==> config.mk <==
export PLATFORM = sky130hd
export DESIGN_NAME = sync_token_tracker
export DESIGN_NICKNAME = d
export VERILOG_FILES = /design/src/sv/stt_pkg.sv /design/src/sv/sync_token_tracker.sv /design/src/sv/stt_cell.sv /design/src/sv/stt_ctrl.sv
export SDC_FILE = /design/constraint.sdc
export NUM_CORES = 1
export LEC_CHECK = 0
export BUFFER_PORTS_ARGS = -buffer_cell sky130_fd_sc_hd__buf_2
export CAP_MARGIN = 20
export CORE_ASPECT_RATIO = 0.6
export CORE_MARGIN = 2
export CORE_UTILIZATION = 52
export DETAILED_ROUTE_END_ITERATION = 12
export HOLD_SLACK_MARGIN = 0.05
export PLACE_DENSITY_LB_ADDON = 0.15
export SETUP_SLACK_MARGIN = 0.05
export SYNTH_ARGS = -nofsm -noshare
export SYNTH_HDL_FRONTEND = slang
export SYNTH_SLANG_ARGS = --single-unit
==> constraint.sdc <==
create_clock -name i_clk -period 7.04 [get_ports i_clk]
set_input_delay 0.704 -clock i_clk [delete_from_list [all_inputs] [get_ports i_clk]]
set_output_delay 0.704 -clock i_clk [all_outputs]
set_load 0.02 [all_outputs]
==> src/sv/stt_pkg.sv <==
// ----------------------------------------------------------------------------
// stt_pkg
// Shared types and codes of the sync token tracker: transfer payloads,
// command, result kind, error and phase codes, and the slot record that
// moves around the ring of cells.
// ----------------------------------------------------------------------------
package stt_pkg;

    localparam logic [2:0] CMD_REGISTER = 3'd0;
    localparam logic [2:0] CMD_REMOVE   = 3'd1;
    localparam logic [2:0] CMD_QUERY    = 3'd2;
    localparam logic [2:0] CMD_TICK     = 3'd3;
    localparam logic [2:0] CMD_ACK      = 3'd4;

    localparam logic [1:0] KIND_STATUS = 2'd0;
    localparam logic [1:0] KIND_SENT   = 2'd1;
    localparam logic [1:0] KIND_DONE   = 2'd2;
    localparam logic [1:0] KIND_ERROR  = 2'd3;

    localparam logic [1:0] SYNC_UNKNOWN = 2'd0;
    localparam logic [1:0] SYNC_ACKED   = 2'd1;
    localparam logic [1:0] SYNC_PENDING = 2'd2;

    localparam logic [2:0] ERR_NONE      = 3'd0;
    localparam logic [2:0] ERR_DUPLICATE = 3'd1;
    localparam logic [2:0] ERR_FULL      = 3'd2;
    localparam logic [2:0] ERR_UNKNOWN   = 3'd3;
    localparam logic [2:0] ERR_PHASE     = 3'd4;
    localparam logic [2:0] ERR_DIRECTION = 3'd5;

    typedef enum logic [1:0] {
        PH_WAIT  = 2'd0,
        PH_SENT  = 2'd1,
        PH_ACKED = 2'd2
    } t_phase;

    typedef struct packed {
        logic   valid;
        t_phase phase;
    } t_slot;

    typedef struct packed {
        logic [2:0]  cmd;
        logic [15:0] identifier;
        logic [4:0]  send_room;
        logic        toward_core;
    } t_in;

    typedef struct packed {
        logic [1:0]  kind;
        logic [15:0] token_id;
        logic [1:0]  sync_state;
        logic [2:0]  error_code;
        logic [3:0]  src_device;
        logic        last;
    } t_out;

endpackage

==> src/sv/sync_token_tracker.sv <==
// ----------------------------------------------------------------------------
// sync_token_tracker
// Table of synchronization tokens held in a ring of cells. Register, remove,
// query, tick and ack toward the core each rotate the ring past a sequencer
// that edits the record at the head.
//
//   channel   direction  signals                               payload
//   in        input      i_in_valid / o_in_stall               t_in
//   out       output     o_out_valid / i_out_stall             t_out
//   config    input      psel penable pwrite paddr pwdata ...  source_device
//
// A command is taken, then the ring turns once, then the final result is
// loaded into the output register. A register that finds a free slot turns
// the ring twice. An ack toward the device goes straight to the final
// result; an undefined command is taken without one.
// A tick pauses the ring while a sent signal waits on a stalled output,
// and the final result waits likewise. Reset empties the table at once;
// source_device resets to 0.
// ----------------------------------------------------------------------------
module sync_token_tracker #(
    parameter int TABLE_DEPTH = 16,
    parameter int ID_BITS     = 16
) (
    input  logic          i_clk,
    input  logic          i_rst_n,
    input  logic          i_in_valid,
    output logic          o_in_stall,
    input  stt_pkg::t_in  i_in_data,
    output logic          o_out_valid,
    input  logic          i_out_stall,
    output stt_pkg::t_out o_out_data,
    input  logic          psel,
    input  logic          penable,
    input  logic          pwrite,
    input  logic [1:0]    paddr,
    input  logic [31:0]   pwdata,
    output logic [31:0]   prdata,
    output logic          pready
);
    import stt_pkg::*;

    localparam int TW = (ID_BITS < 16) ? ID_BITS : 16;

    logic [3:0]    r_src_dev;
    logic          shift;
    t_slot         wb;
    logic [TW-1:0] wb_tok;
    t_slot         slot_d [TABLE_DEPTH];
    t_slot         slot_q [TABLE_DEPTH];
    logic [TW-1:0] tok_d  [TABLE_DEPTH];
    logic [TW-1:0] tok_q  [TABLE_DEPTH];

    always_ff @(posedge i_clk) begin
        if (!i_rst_n) begin
            r_src_dev <= 4'd0;
        end else if (psel && penable && pwrite && paddr <= 2'd3) begin
            r_src_dev <= pwdata[3:0];
        end
    end

    assign pready = 1'b1;
    assign prdata = {28'd0, r_src_dev};

    for (genvar i = 0; i < TABLE_DEPTH; i++) begin : g_ring
        if (i == TABLE_DEPTH - 1) begin : g_tail
            assign slot_d[i] = wb;
            assign tok_d[i]  = wb_tok;
        end else begin : g_link
            assign slot_d[i] = slot_q[i+1];
            assign tok_d[i]  = tok_q[i+1];
        end
        stt_cell #(
            .TW (TW)
        ) u_cell (
            .i_clk   (i_clk),
            .i_rst_n (i_rst_n),
            .i_shift (shift),
            .i_slot  (slot_d[i]),
            .i_tok   (tok_d[i]),
            .o_slot  (slot_q[i]),
            .o_tok   (tok_q[i])
        );
    end

    stt_ctrl #(
        .TABLE_DEPTH (TABLE_DEPTH),
        .TW          (TW)
    ) u_ctrl (
        .i_clk       (i_clk),
        .i_rst_n     (i_rst_n),
        .i_src_dev   (r_src_dev),
        .i_in_valid  (i_in_valid),
        .o_in_stall  (o_in_stall),
        .i_in_data   (i_in_data),
        .o_out_valid (o_out_valid),
        .i_out_stall (i_out_stall),
        .o_out_data  (o_out_data),
        .i_head      (slot_q[0]),
        .i_head_tok  (tok_q[0]),
        .o_shift     (shift),
        .o_wb        (wb),
        .o_wb_tok    (wb_tok)
    );

endmodule

==> src/sv/stt_cell.sv <==
// ----------------------------------------------------------------------------
// stt_cell
// One slot of the token table. On every shift the cell takes the record of
// its right neighbor (the tail cell takes the record written back from the
// head), so the whole table rotates past the head of the ring.
module stt_cell #(
    parameter int TW = 16
) (
    input  logic           i_clk,
    input  logic           i_rst_n,
    input  logic           i_shift,
    input  stt_pkg::t_slot i_slot,
    input  logic [TW-1:0]  i_tok,
    output stt_pkg::t_slot o_slot,
    output logic [TW-1:0]  o_tok
);
    import stt_pkg::*;

    logic          r_valid;
    t_phase        r_phase;
    logic [TW-1:0] r_tok;

    always_ff @(posedge i_clk) begin
        if (!i_rst_n) begin
            r_valid <= 1'b0;
        end else if (i_shift) begin
            r_valid <= i_slot.valid;
        end
    end

    always_ff @(posedge i_clk) begin
        if (i_shift) begin
            r_phase <= i_slot.phase;
            r_tok   <= i_tok;
        end
    end

    assign o_slot.valid = r_valid;
    assign o_slot.phase = r_phase;
    assign o_tok        = r_tok;

endmodule

==> src/sv/stt_ctrl.sv <==
// ----------------------------------------------------------------------------
// stt_ctrl
// Sequencer of the tracker. Takes one command, rotates the ring of cells
// once past the head (twice for a register that finds room, never for an
// ack toward the device or an undefined command), edits the record at the
// head on its way back into the tail, and drives the result register.
// ----------------------------------------------------------------------------
module stt_ctrl #(
    parameter int TABLE_DEPTH = 16,
    parameter int TW          = 16
) (
    input  logic           i_clk,
    input  logic           i_rst_n,
    input  logic [3:0]     i_src_dev,
    input  logic           i_in_valid,
    output logic           o_in_stall,
    input  stt_pkg::t_in   i_in_data,
    output logic           o_out_valid,
    input  logic           i_out_stall,
    output stt_pkg::t_out  o_out_data,
    input  stt_pkg::t_slot i_head,
    input  logic [TW-1:0]  i_head_tok,
    output logic           o_shift,
    output stt_pkg::t_slot o_wb,
    output logic [TW-1:0]  o_wb_tok
);
    import stt_pkg::*;

    localparam int IW = (TABLE_DEPTH > 1) ? $clog2(TABLE_DEPTH) : 1;

    typedef enum logic [1:0] {
        ST_IDLE,
        ST_SCAN,
        ST_WRITE,
        ST_EMIT
    } t_state;

    t_state        r_state;
    logic [2:0]    r_cmd;
    logic [TW-1:0] r_id;
    logic [4:0]    r_room;
    logic          r_toward;
    logic [IW-1:0] r_pos;
    logic          r_dup;
    logic          r_free;
    logic [IW-1:0] r_free_idx;
    logic          r_found;
    logic          r_acked;
    logic          r_badph;
    logic          r_out_vld;
    t_out          r_out;

    logic hit;
    logic is_send;
    logic can_emit;
    logic last_pos;
    logic load_out;
    t_out sent;
    t_out fin;

    assign hit      = i_head.valid && (i_head_tok == r_id);
    assign is_send  = (r_cmd == CMD_TICK) && i_head.valid && (i_head.phase == PH_WAIT)
                      && (r_room != 5'd0);
    assign can_emit = !r_out_vld || !i_out_stall;
    assign last_pos = (r_pos == IW'(TABLE_DEPTH - 1));
    assign load_out = ((r_state == ST_SCAN) && is_send && can_emit)
                      || ((r_state == ST_EMIT) && can_emit);

    assign o_shift = ((r_state == ST_SCAN) && (!is_send || can_emit)) || (r_state == ST_WRITE);

    always_comb begin
        o_wb     = i_head;
        o_wb_tok = i_head_tok;
        if (r_state == ST_SCAN) begin
            if (r_cmd == CMD_REMOVE && hit) begin
                o_wb.valid = 1'b0;
            end
            if (r_cmd == CMD_ACK && hit && i_head.phase == PH_SENT) begin
                o_wb.phase = PH_ACKED;
            end
            if (is_send) begin
                o_wb.phase = PH_SENT;
            end
        end else if (r_state == ST_WRITE && r_pos == r_free_idx) begin
            o_wb.valid = 1'b1;
            o_wb.phase = PH_WAIT;
            o_wb_tok   = r_id;
        end
    end

    always_comb begin
        sent            = '0;
        sent.kind       = KIND_SENT;
        sent.token_id   = 16'(i_head_tok);
        sent.src_device = i_src_dev;
    end

    always_comb begin
        fin            = '0;
        fin.token_id   = 16'(r_id);
        fin.last       = 1'b1;
        fin.kind       = KIND_DONE;
        case (r_cmd)
            CMD_REGISTER: begin
                if (r_dup) begin
                    fin.kind       = KIND_ERROR;
                    fin.error_code = ERR_DUPLICATE;
                end else if (!r_free) begin
                    fin.kind       = KIND_ERROR;
                    fin.error_code = ERR_FULL;
                end
            end
            CMD_QUERY: begin
                fin.kind = KIND_STATUS;
                if (r_found) begin
                    fin.sync_state = r_acked ? SYNC_ACKED : SYNC_PENDING;
                end
            end
            CMD_TICK: begin
                fin.token_id = 16'd0;
            end
            CMD_ACK: begin
                if (!r_toward) begin
                    fin.kind       = KIND_ERROR;
                    fin.error_code = ERR_DIRECTION;
                end else if (!r_found) begin
                    fin.kind       = KIND_ERROR;
                    fin.error_code = ERR_UNKNOWN;
                end else if (r_badph) begin
                    fin.kind       = KIND_ERROR;
                    fin.error_code = ERR_PHASE;
                end
            end
            default: begin
            end
        endcase
    end

    always_ff @(posedge i_clk) begin
        if (!i_rst_n) begin
            r_state   <= ST_IDLE;
            r_out_vld <= 1'b0;
        end else begin
            if (load_out) begin
                r_out_vld <= 1'b1;
            end else if (r_out_vld && !i_out_stall) begin
                r_out_vld <= 1'b0;
            end
            case (r_state)
                ST_IDLE: begin
                    if (i_in_valid) begin
                        r_cmd      <= i_in_data.cmd;
                        r_id       <= TW'(i_in_data.identifier);
                        r_room     <= i_in_data.send_room;
                        r_toward   <= i_in_data.toward_core;
                        r_pos      <= '0;
                        r_dup      <= 1'b0;
                        r_free     <= 1'b0;
                        r_free_idx <= '0;
                        r_found    <= 1'b0;
                        r_acked    <= 1'b0;
                        r_badph    <= 1'b0;
                        if (i_in_data.cmd == CMD_ACK && !i_in_data.toward_core) begin
                            r_state <= ST_EMIT;
                        end else if (i_in_data.cmd <= CMD_ACK) begin
                            r_state <= ST_SCAN;
                        end
                    end
                end
                ST_SCAN: begin
                    if (o_shift) begin
                        r_pos <= last_pos ? '0 : r_pos + IW'(1);
                        if (hit) begin
                            r_dup   <= 1'b1;
                            r_found <= 1'b1;
                            r_acked <= (i_head.phase == PH_ACKED);
                            r_badph <= (i_head.phase != PH_SENT);
                        end
                        if (!i_head.valid && !r_free) begin
                            r_free     <= 1'b1;
                            r_free_idx <= r_pos;
                        end
                        if (is_send) begin
                            r_room <= r_room - 5'd1;
                            r_out  <= sent;
                        end
                        if (last_pos) begin
                            if (r_cmd == CMD_REGISTER && !r_dup && !hit
                                && (r_free || !i_head.valid)) begin
                                r_state <= ST_WRITE;
                            end else begin
                                r_state <= ST_EMIT;
                            end
                        end
                    end
                end
                ST_WRITE: begin
                    r_pos <= last_pos ? '0 : r_pos + IW'(1);
                    if (last_pos) begin
                        r_state <= ST_EMIT;
                    end
                end
                ST_EMIT: begin
                    if (can_emit) begin
                        r_out   <= fin;
                        r_state <= ST_IDLE;
                    end
                end
                default: begin
                    r_state <= ST_IDLE;
                end
            endcase
        end
    end

    assign o_in_stall  = (r_state != ST_IDLE);
    assign o_out_valid = r_out_vld;
    assign o_out_data  = r_out;

endmodule
==> metrics.yaml, run 1 <==
rows: 44
yosysSeqAreaShare: 0.852
core_area_mm2: 0.0243
wirelength_um: 18900
dp_hpwl_um: 11000
io_pins: 129
fin_crit_sh: 0.519
port_buffers: 69
hold_violations: 0
first_iter_violations: 600
overflow: 0
grt_usage: 0.145
startpoint_type: "register"
multi_input_area_mm2: 0.00168
nets: 823
antenna_found_initial: 2
drc: 0
grt_max_degree: 197
p_leak_nw: 5.14
cts.sinks: 376
finalSetupViolCount: 0
dp_cells: 1033
ant_nets: 0
hold_buffers: 0
die_h_um: 126
drive_gt1_frac: 0.185
root_buffer: "clkbuf_16"
path_class: "register to register"
period_minus_slack_ns: 3.65
synth_edf_count: 353
status: "completed"
grt_pass1_vias: 5357
yosys_warnings: 0
ys.flop_type: "edfxtp_1"
yosys.cell_types.count: 51
rsz0062_at_grt: "no"
crit_path_max_fanout: 196
fin_cells: 1095
dr.pass1.iters: 4
syn_area_mm2: 0.0130
cts_buffer_depth: 3
powerDensity_mw_per_mm2: 457
slew_headroom: 0.308
vias: 5585
gp_congestion: 0.796
tightestPinTransition_ns: 1.04
vias_per_cell: 5.10
worst_skew_pair.late_latency_ns: 0.52
clock_skew_ns: 0.0151
cts_resized: 0
diodes: 0
postCtsSetupBuffers: 0
crit_arrival_ns: 3.83
synthArstFlopShare: 0
fill_cells: 1760
synth_cells: 651
pre_cts_ws_ns: 3.10
placed_cell_area_mm2: 0.0136
cts_buffers: 34
ys_seq_elements: 376
final_cell_area_mm2: 0.0147
dieArea_mm2: 0.0263
syn_area_per_cell_um2: 19.9
h-tree-depth: 2
end_kind: "register"
vdd.ir_drop.worst_mv: 0.433
hold_class: "input pin to register"
die_x_um: 208
cts_tree: "done"
required_ns: 7.22
seq_area_mm2: 0.0111
tns_ns: 0
initial_core_util: 0.533
drv_slew: 0
grt_pass1_wl_um: 29400
avgRoutedWirePerCell_um: 17.3
timing.fmax_mhz: 274
maxCapViolations: 0
clk_pin_slew_ns: 0.07
setup_slack_ns: 3.39
area_delta_synth_final_pct: 12.9
hold_slack_ns: 0.354
layer usage:
| layer | vias to the layer above | global-route usage | share of wire |
|---|---|---|---|
| met2 | 120 | 0.202 | 0.43 |
| met1 | 2824 | 0.226 | 0.50 |
| li1 | 2610 | - | - |
| met5 | - | 0 | 0 |
| met3 | 31 | 0.0376 | 0.055 |
| met4 | 0 | 0.0442 | 0.017 |
cells by family (layout without fill, tap and decap cells):
logic type,after synthesis,in the layout,synth area share
multiplexers,37,37,0.0302
XOR/XNOR,24,24,0.0162
buffers and inverters,58,153,0.0270
adder cells (fa/ha/maj),9,9,0.00868
AND/OR/NAND/NOR,101,101,0.0397
AO/OA/AOI/OAI,44,44,0.0255
flip-flops,376,376,0.852
other,2,29,0.000579
cells in the mapped netlist, drive strengths merged, types with 2 or more instances:
master,number,area share
xor2,19,0.013
a22o,16,0.011
ha,9,0.0087
a211oi,2,0.0012
o211ai,2,0.0012
mux2,17,0.015
and2,7,0.0034
dfxtp,23,0.035
buf,32,0.019
clkbuf,10,0.0029
nor4,3,0.0014
nand3,8,0.0031
edfxtp,353,0.82
mux2i,20,0.015
nand4b,2,0.0013
a21oi,9,0.0038
nor3b,3,0.0017
nand2,12,0.0035
conb,2,0.00058
xnor2,5,0.0034
nor2,38,0.011
nor2b,6,0.0029
nor4b,2,0.0013
nor3,10,0.0039
o21ai,5,0.0019
inv,15,0.0043
critical path, stage by stage (launching register included):
cell and delay, ns:
dfxtp_1 0.35, inv_1 0.14, ha_1 0.81, a21oi_2 0.10
buf_4 0.27, clkinvlp_4 0.12, buf_12 0.66, buf_4 0.35
buf_16 0.33
registers in the layout (all words and copies together), names as in the netlist:
signal and count:
u_ctrl.r_free_idx 4, u_ctrl.r_acked 1, u_ctrl.r_free 1, u_ctrl.r_id 16
u_ctrl.r_toward 1, u_ctrl.o_out_valid 1, g_ring.u_cell.o_tok 256, r_src_dev 4
u_ctrl.r_state 2, u_ctrl.r_room 5, g_ring.u_cell.r_phase 32, u_ctrl.r_dup 1
u_ctrl.r_badph 1, u_ctrl.r_cmd 3, u_ctrl.r_pos 4, u_ctrl.o_out_data 28
g_ring.u_cell.r_valid 16
path summary, 6_finish.rpt:
path                                  startpoint                                  end  slack [ns]  cells after the start
min                                i_in_data[21]            u_ctrl.r_id[15]$_DFFE_PP_        0.35                      1
max               u_ctrl.r_state[1]$_SDFFE_PN0P_  g_ring[9].u_cell.o_tok[8]$_DFFE_PP_        3.39                      8
min reg2reg  g_ring[2].u_cell.o_tok[9]$_DFFE_PP_  g_ring[1].u_cell.o_tok[9]$_DFFE_PP_        0.41                      0
max reg2reg       u_ctrl.r_state[1]$_SDFFE_PN0P_  g_ring[9].u_cell.o_tok[8]$_DFFE_PP_        3.39                      8
cell usage in the layout (no fill, tap or decap), types with 14 or more instances in the layout:
cell type,count
edfxtp_1,353
buf_2,69
nor2_1,38
clkbuf_16,34
conb_1,29
dfxtp_1,23
mux2i_1,20
xor2_1,19
mux2_2,17
a22o_1,16
inv_1,14
where the power goes:
group / total [W] / internal (W) / leakage, nW / switching (W)
registers: 0.00403 / 0.00376 / 3.51 / 0.000273
logic: 0.000971 / 0.000260 / 1.14 / 0.000712
clock network: 0.00170 / 0.000940 / 0.493 / 0.000758
final cells by class:
cell class,instances,area share
clock inverter,16,0.00854
multi-input combinational,244,0.114
tap,322,0.0275
inverter,16,0.00436
sequential,376,0.755
timing repair buffer,76,0.0294
clock buffer,45,0.0609
stage by stage:
stage,power (W),util
finish,0.00670,0.602
global placement,0.00496,0.559
CTS,0.00677,0.601
global route,0.00705,0.602
detailed placement,0.00503,0.559
floorplan,0.00484,-
Note: power is estimated with default switching activity, not from simulation.
==> inputs of run 2 (changes only) <==
Settings changed: CORE_UTILIZATION 52 to 55.
Clock period 7.04 ns to 3.4 ns, I/O delays scaled along.
==> metrics.yaml, run 2 (synthesis gave the netlist of run 1 again) <==
fin_cells: 1111  # was 1,095
cts_tree: "done"  # unchanged
grt_pass1_wl_um: 29700  # was 29,400 µm
drv_slew: 0  # unchanged
grt_usage: 0.158  # was 0.145
tns_ns: 0  # unchanged
cts_buffer_depth: 3  # unchanged
setup_slack_ns: 0.493  # was 3.39 ns
clk_pin_slew_ns: 0.07  # about the same
fin_crit_sh: 0.855  # was 0.519
startpoint_type: "register"  # unchanged
clock_skew_ns: 0.00965  # was 0.0151 ns
vdd.ir_drop.worst_mv: 0.454  # was 0.433 mV
die_h_um: 123  # was 126 µm
hold-path-endpoint: "r_src_dev[2]$_SDFFE_PN0P_"  # was u_ctrl.r_id[15]$_DFFE_PP_
end_kind: "register"  # unchanged
fill_cells: 1579  # was 1,760
p_leak_nw: 5.26  # was 5.14 nW
h-tree-depth: 1  # was 2
postCtsSetupBuffers: 0  # unchanged
drc: 0  # unchanged
port_buffers: 69  # unchanged
pre_cts_ws_ns: 0.593  # was 3.10 ns
hold_violations: 0  # unchanged
vias: 5685  # was 5,585
die_x_um: 202  # was 208 µm
cpPeakStageDelay_ns: 0.51  # was 0.81 ns
core_area_mm2: 0.0231  # was 0.0243 mm²
rows: 43  # was 44
required_ns: 3.60  # was 7.22 ns
area_delta_synth_final_pct: 14.8  # was 12.9%
min-delay-start: "pwdata[2]"  # was i_in_data[21]
grt_pass1_vias: 5508  # was 5,357
r2r_cells: 7  # was 8
overflow: 0  # unchanged
crit_path_max_fanout: 5  # was 196
cp.buffers_inverters: 1  # was 6
gp_congestion: 0.841  # was 0.796
drive_gt1_frac: 0.187  # was 0.185
antenna_found_initial: 0  # was 2
ant_nets: 0  # unchanged
nets: 850  # was 823
rsz0062_at_grt: "no"  # unchanged
reg2reg_from: "u_ctrl.r_room[0]$_DFFE_PP_"  # was u_ctrl.r_state[1]$_SDFFE_PN0P_
io_pins: 129  # unchanged
wirelength_um: 19400  # was 18,900 µm
vias_per_cell: 5.12  # was 5.10
whs_path_depth: 3  # was 1
cts_resized: 0  # unchanged
grt_max_degree: 61  # was 197
timing.rr.end: "u_ctrl.r_free_idx[1]$_SDFFCE_PN0P_"  # was g_ring[9].u_cell.o_tok[8]$_DFFE_PP_
avgRoutedWirePerCell_um: 17.4  # was 17.3 µm
initial_core_util: 0.561  # was 0.533
cp_cell_sequence: "inv_1 -> ha_1 -> nor4b_1 -> nor3_1 -> a221oi_1 -> o21ai_0 -> nor2_1"  # was inv_1 -> ha_1 -> a21oi_2 -> buf_4 -> clkinvlp_4 -> buf_12 -> buf_4 -> buf_16
tightestPinTransition_ns: 0.741  # was 1.04 ns
slowest_stage: "a221oi_1"  # was ha_1
timing.fmax_mhz: 344  # was 274 MHz
hold_buffers: 22  # was 0
finalSetupViolCount: 0  # unchanged
first_iter_violations: 422  # was 600
largest_reg_flops: 256  # unchanged
status: "completed"  # unchanged
diodes: 0  # unchanged
dieArea_mm2: 0.0249  # was 0.0263 mm²
worst_skew_pair.late_latency_ns: 0.55  # was 0.52 ns
powerDensity_mw_per_mm2: 933  # was 457 mW/mm²
final_cell_mix: "edfxtp_1 (353), buf_2 (69), nor2_1 (38)"  # unchanged
period_minus_slack_ns: 2.91  # was 3.65 ns
hold_class: "input pin to register"  # unchanged
dr.pass1.iters: 4  # unchanged
cts.sinks: 376  # unchanged
cp_top_family: "simple AND/OR/NAND/NOR gates"  # was buffers and inverters
maxCapViolations: 0  # unchanged
slew_headroom: 0.506  # was 0.308
reg2reg_slack_ns: 0.49  # was 3.39 ns
path_class: "register to register"  # unchanged
dp_hpwl_um: 11400  # was 11,000 µm
cts_buffers: 31  # was 34
dp_cells: 1035  # was 1,033
mostFrequentLayoutCell: "edfxtp_1"  # unchanged
root_buffer: "clkbuf_16"  # unchanged
crit_arrival_ns: 3.10  # was 3.83 ns
==> run 2: changes by cell type in the layout (fill, tap and decap cells not counted), sizes merged <==
cell | previous run | this run
dlygate4sd3 | 0 | 22
buf | 76 | 84
clkbuf | 45 | 37
bufinv | 1 | 3
clkinv | 12 | 14
inv | 17 | 15
clkinvlp | 2 | 1
==> run 2: how the worst max path moves through the flow <==
stage / slack, ns / depth (start not counted) / endpoint / from
6_report: 0.49 / 7 / u_ctrl.r_free_idx[1]$_SDFFCE_PN0P_ / u_ctrl.r_room[0]$_DFFE_PP_
5_1_grt: 0.27 / 7 / u_ctrl.r_room[0]$_DFFE_PP_ / u_ctrl.r_room[0]$_DFFE_PP_
4_1_cts: 0.56 / 5 / g_ring[15].u_cell.o_tok[10]$_DFFE_PP_ / g_ring[0].u_cell.r_phase[1]$_DFFE_PP_
3_5_place_dp: 0.59 / 5 / g_ring[0].u_cell.o_tok[0]$_DFFE_PP_ / g_ring[0].u_cell.r_phase[1]$_DFFE_PP_
3_3_place_gp: 0.62 / 5 / g_ring[15].u_cell.o_tok[10]$_DFFE_PP_ / g_ring[0].u_cell.r_phase[1]$_DFFE_PP_
2_1_floorplan: -3.04 / 6 / g_ring[0].u_cell.o_tok[0]$_DFFE_PP_ / g_ring[0].u_cell.r_phase[1]$_DFFE_PP_
==> run 2: routing by layer <==
metal	vias to the layer above	share of wire	GRT usage	routed length, µm
met5	-	0	0	0
met4	0	0.027	0.0543	514
met3	41	0.055	0.0401	1070
met2	137	0.43	0.226	8310
met1	2833	0.49	0.238	9480
li1	2674	-	-	-
==> run 2: tightest hold or removal path, delay by kind of cell <==
kind	cells	cell delay, ns
and+or+nand+nor	1	0.09
buffers and inverters	1	0.07
muxes	1	0.07
==> run 2: cell type report <==
| class | instances | area (µm²) | area share |
|---|---|---|---|
| clock buffer | 37 | 798 | 0.0536 |
| clock inverter | 17 | 156 | 0.0105 |
| inverter | 16 | 63.8 | 0.00428 |
| multi-input combinational | 244 | 1680 | 0.112 |
| sequential | 376 | 11100 | 0.742 |
| tap | 315 | 394 | 0.0264 |
| timing repair buffer | 106 | 753 | 0.0505 |
==> run 2: per-stage QoR <==
stage | instance area (µm²) | util | hold slack [ns] | power (W)
after detailed placement | 13700 | 0.593 | 0.405 | 0.0106
after global routing | 14900 | 0.644 | 0.0540 | 0.0146
after floorplan | 13100 | - | 0.400 | 0.00879
after global placement | 13700 | 0.593 | 0.402 | 0.0104
after CTS | 14900 | 0.644 | 0.0514 | 0.0141
final | 14900 | 0.644 | 0.0502 | 0.0139
==> run 2: report_power, final <==
group / switching, W / internal, W / total (W) / leakage, nW
combinational: 0.00151 / 0.000686 / 0.00220 / 1.28
clock: 0.00149 / 0.00189 / 0.00338 / 0.473
sequential: 0.000580 / 0.00775 / 0.00833 / 3.51
total: 0.00359 / 0.0103 / 0.0139 / 5.26
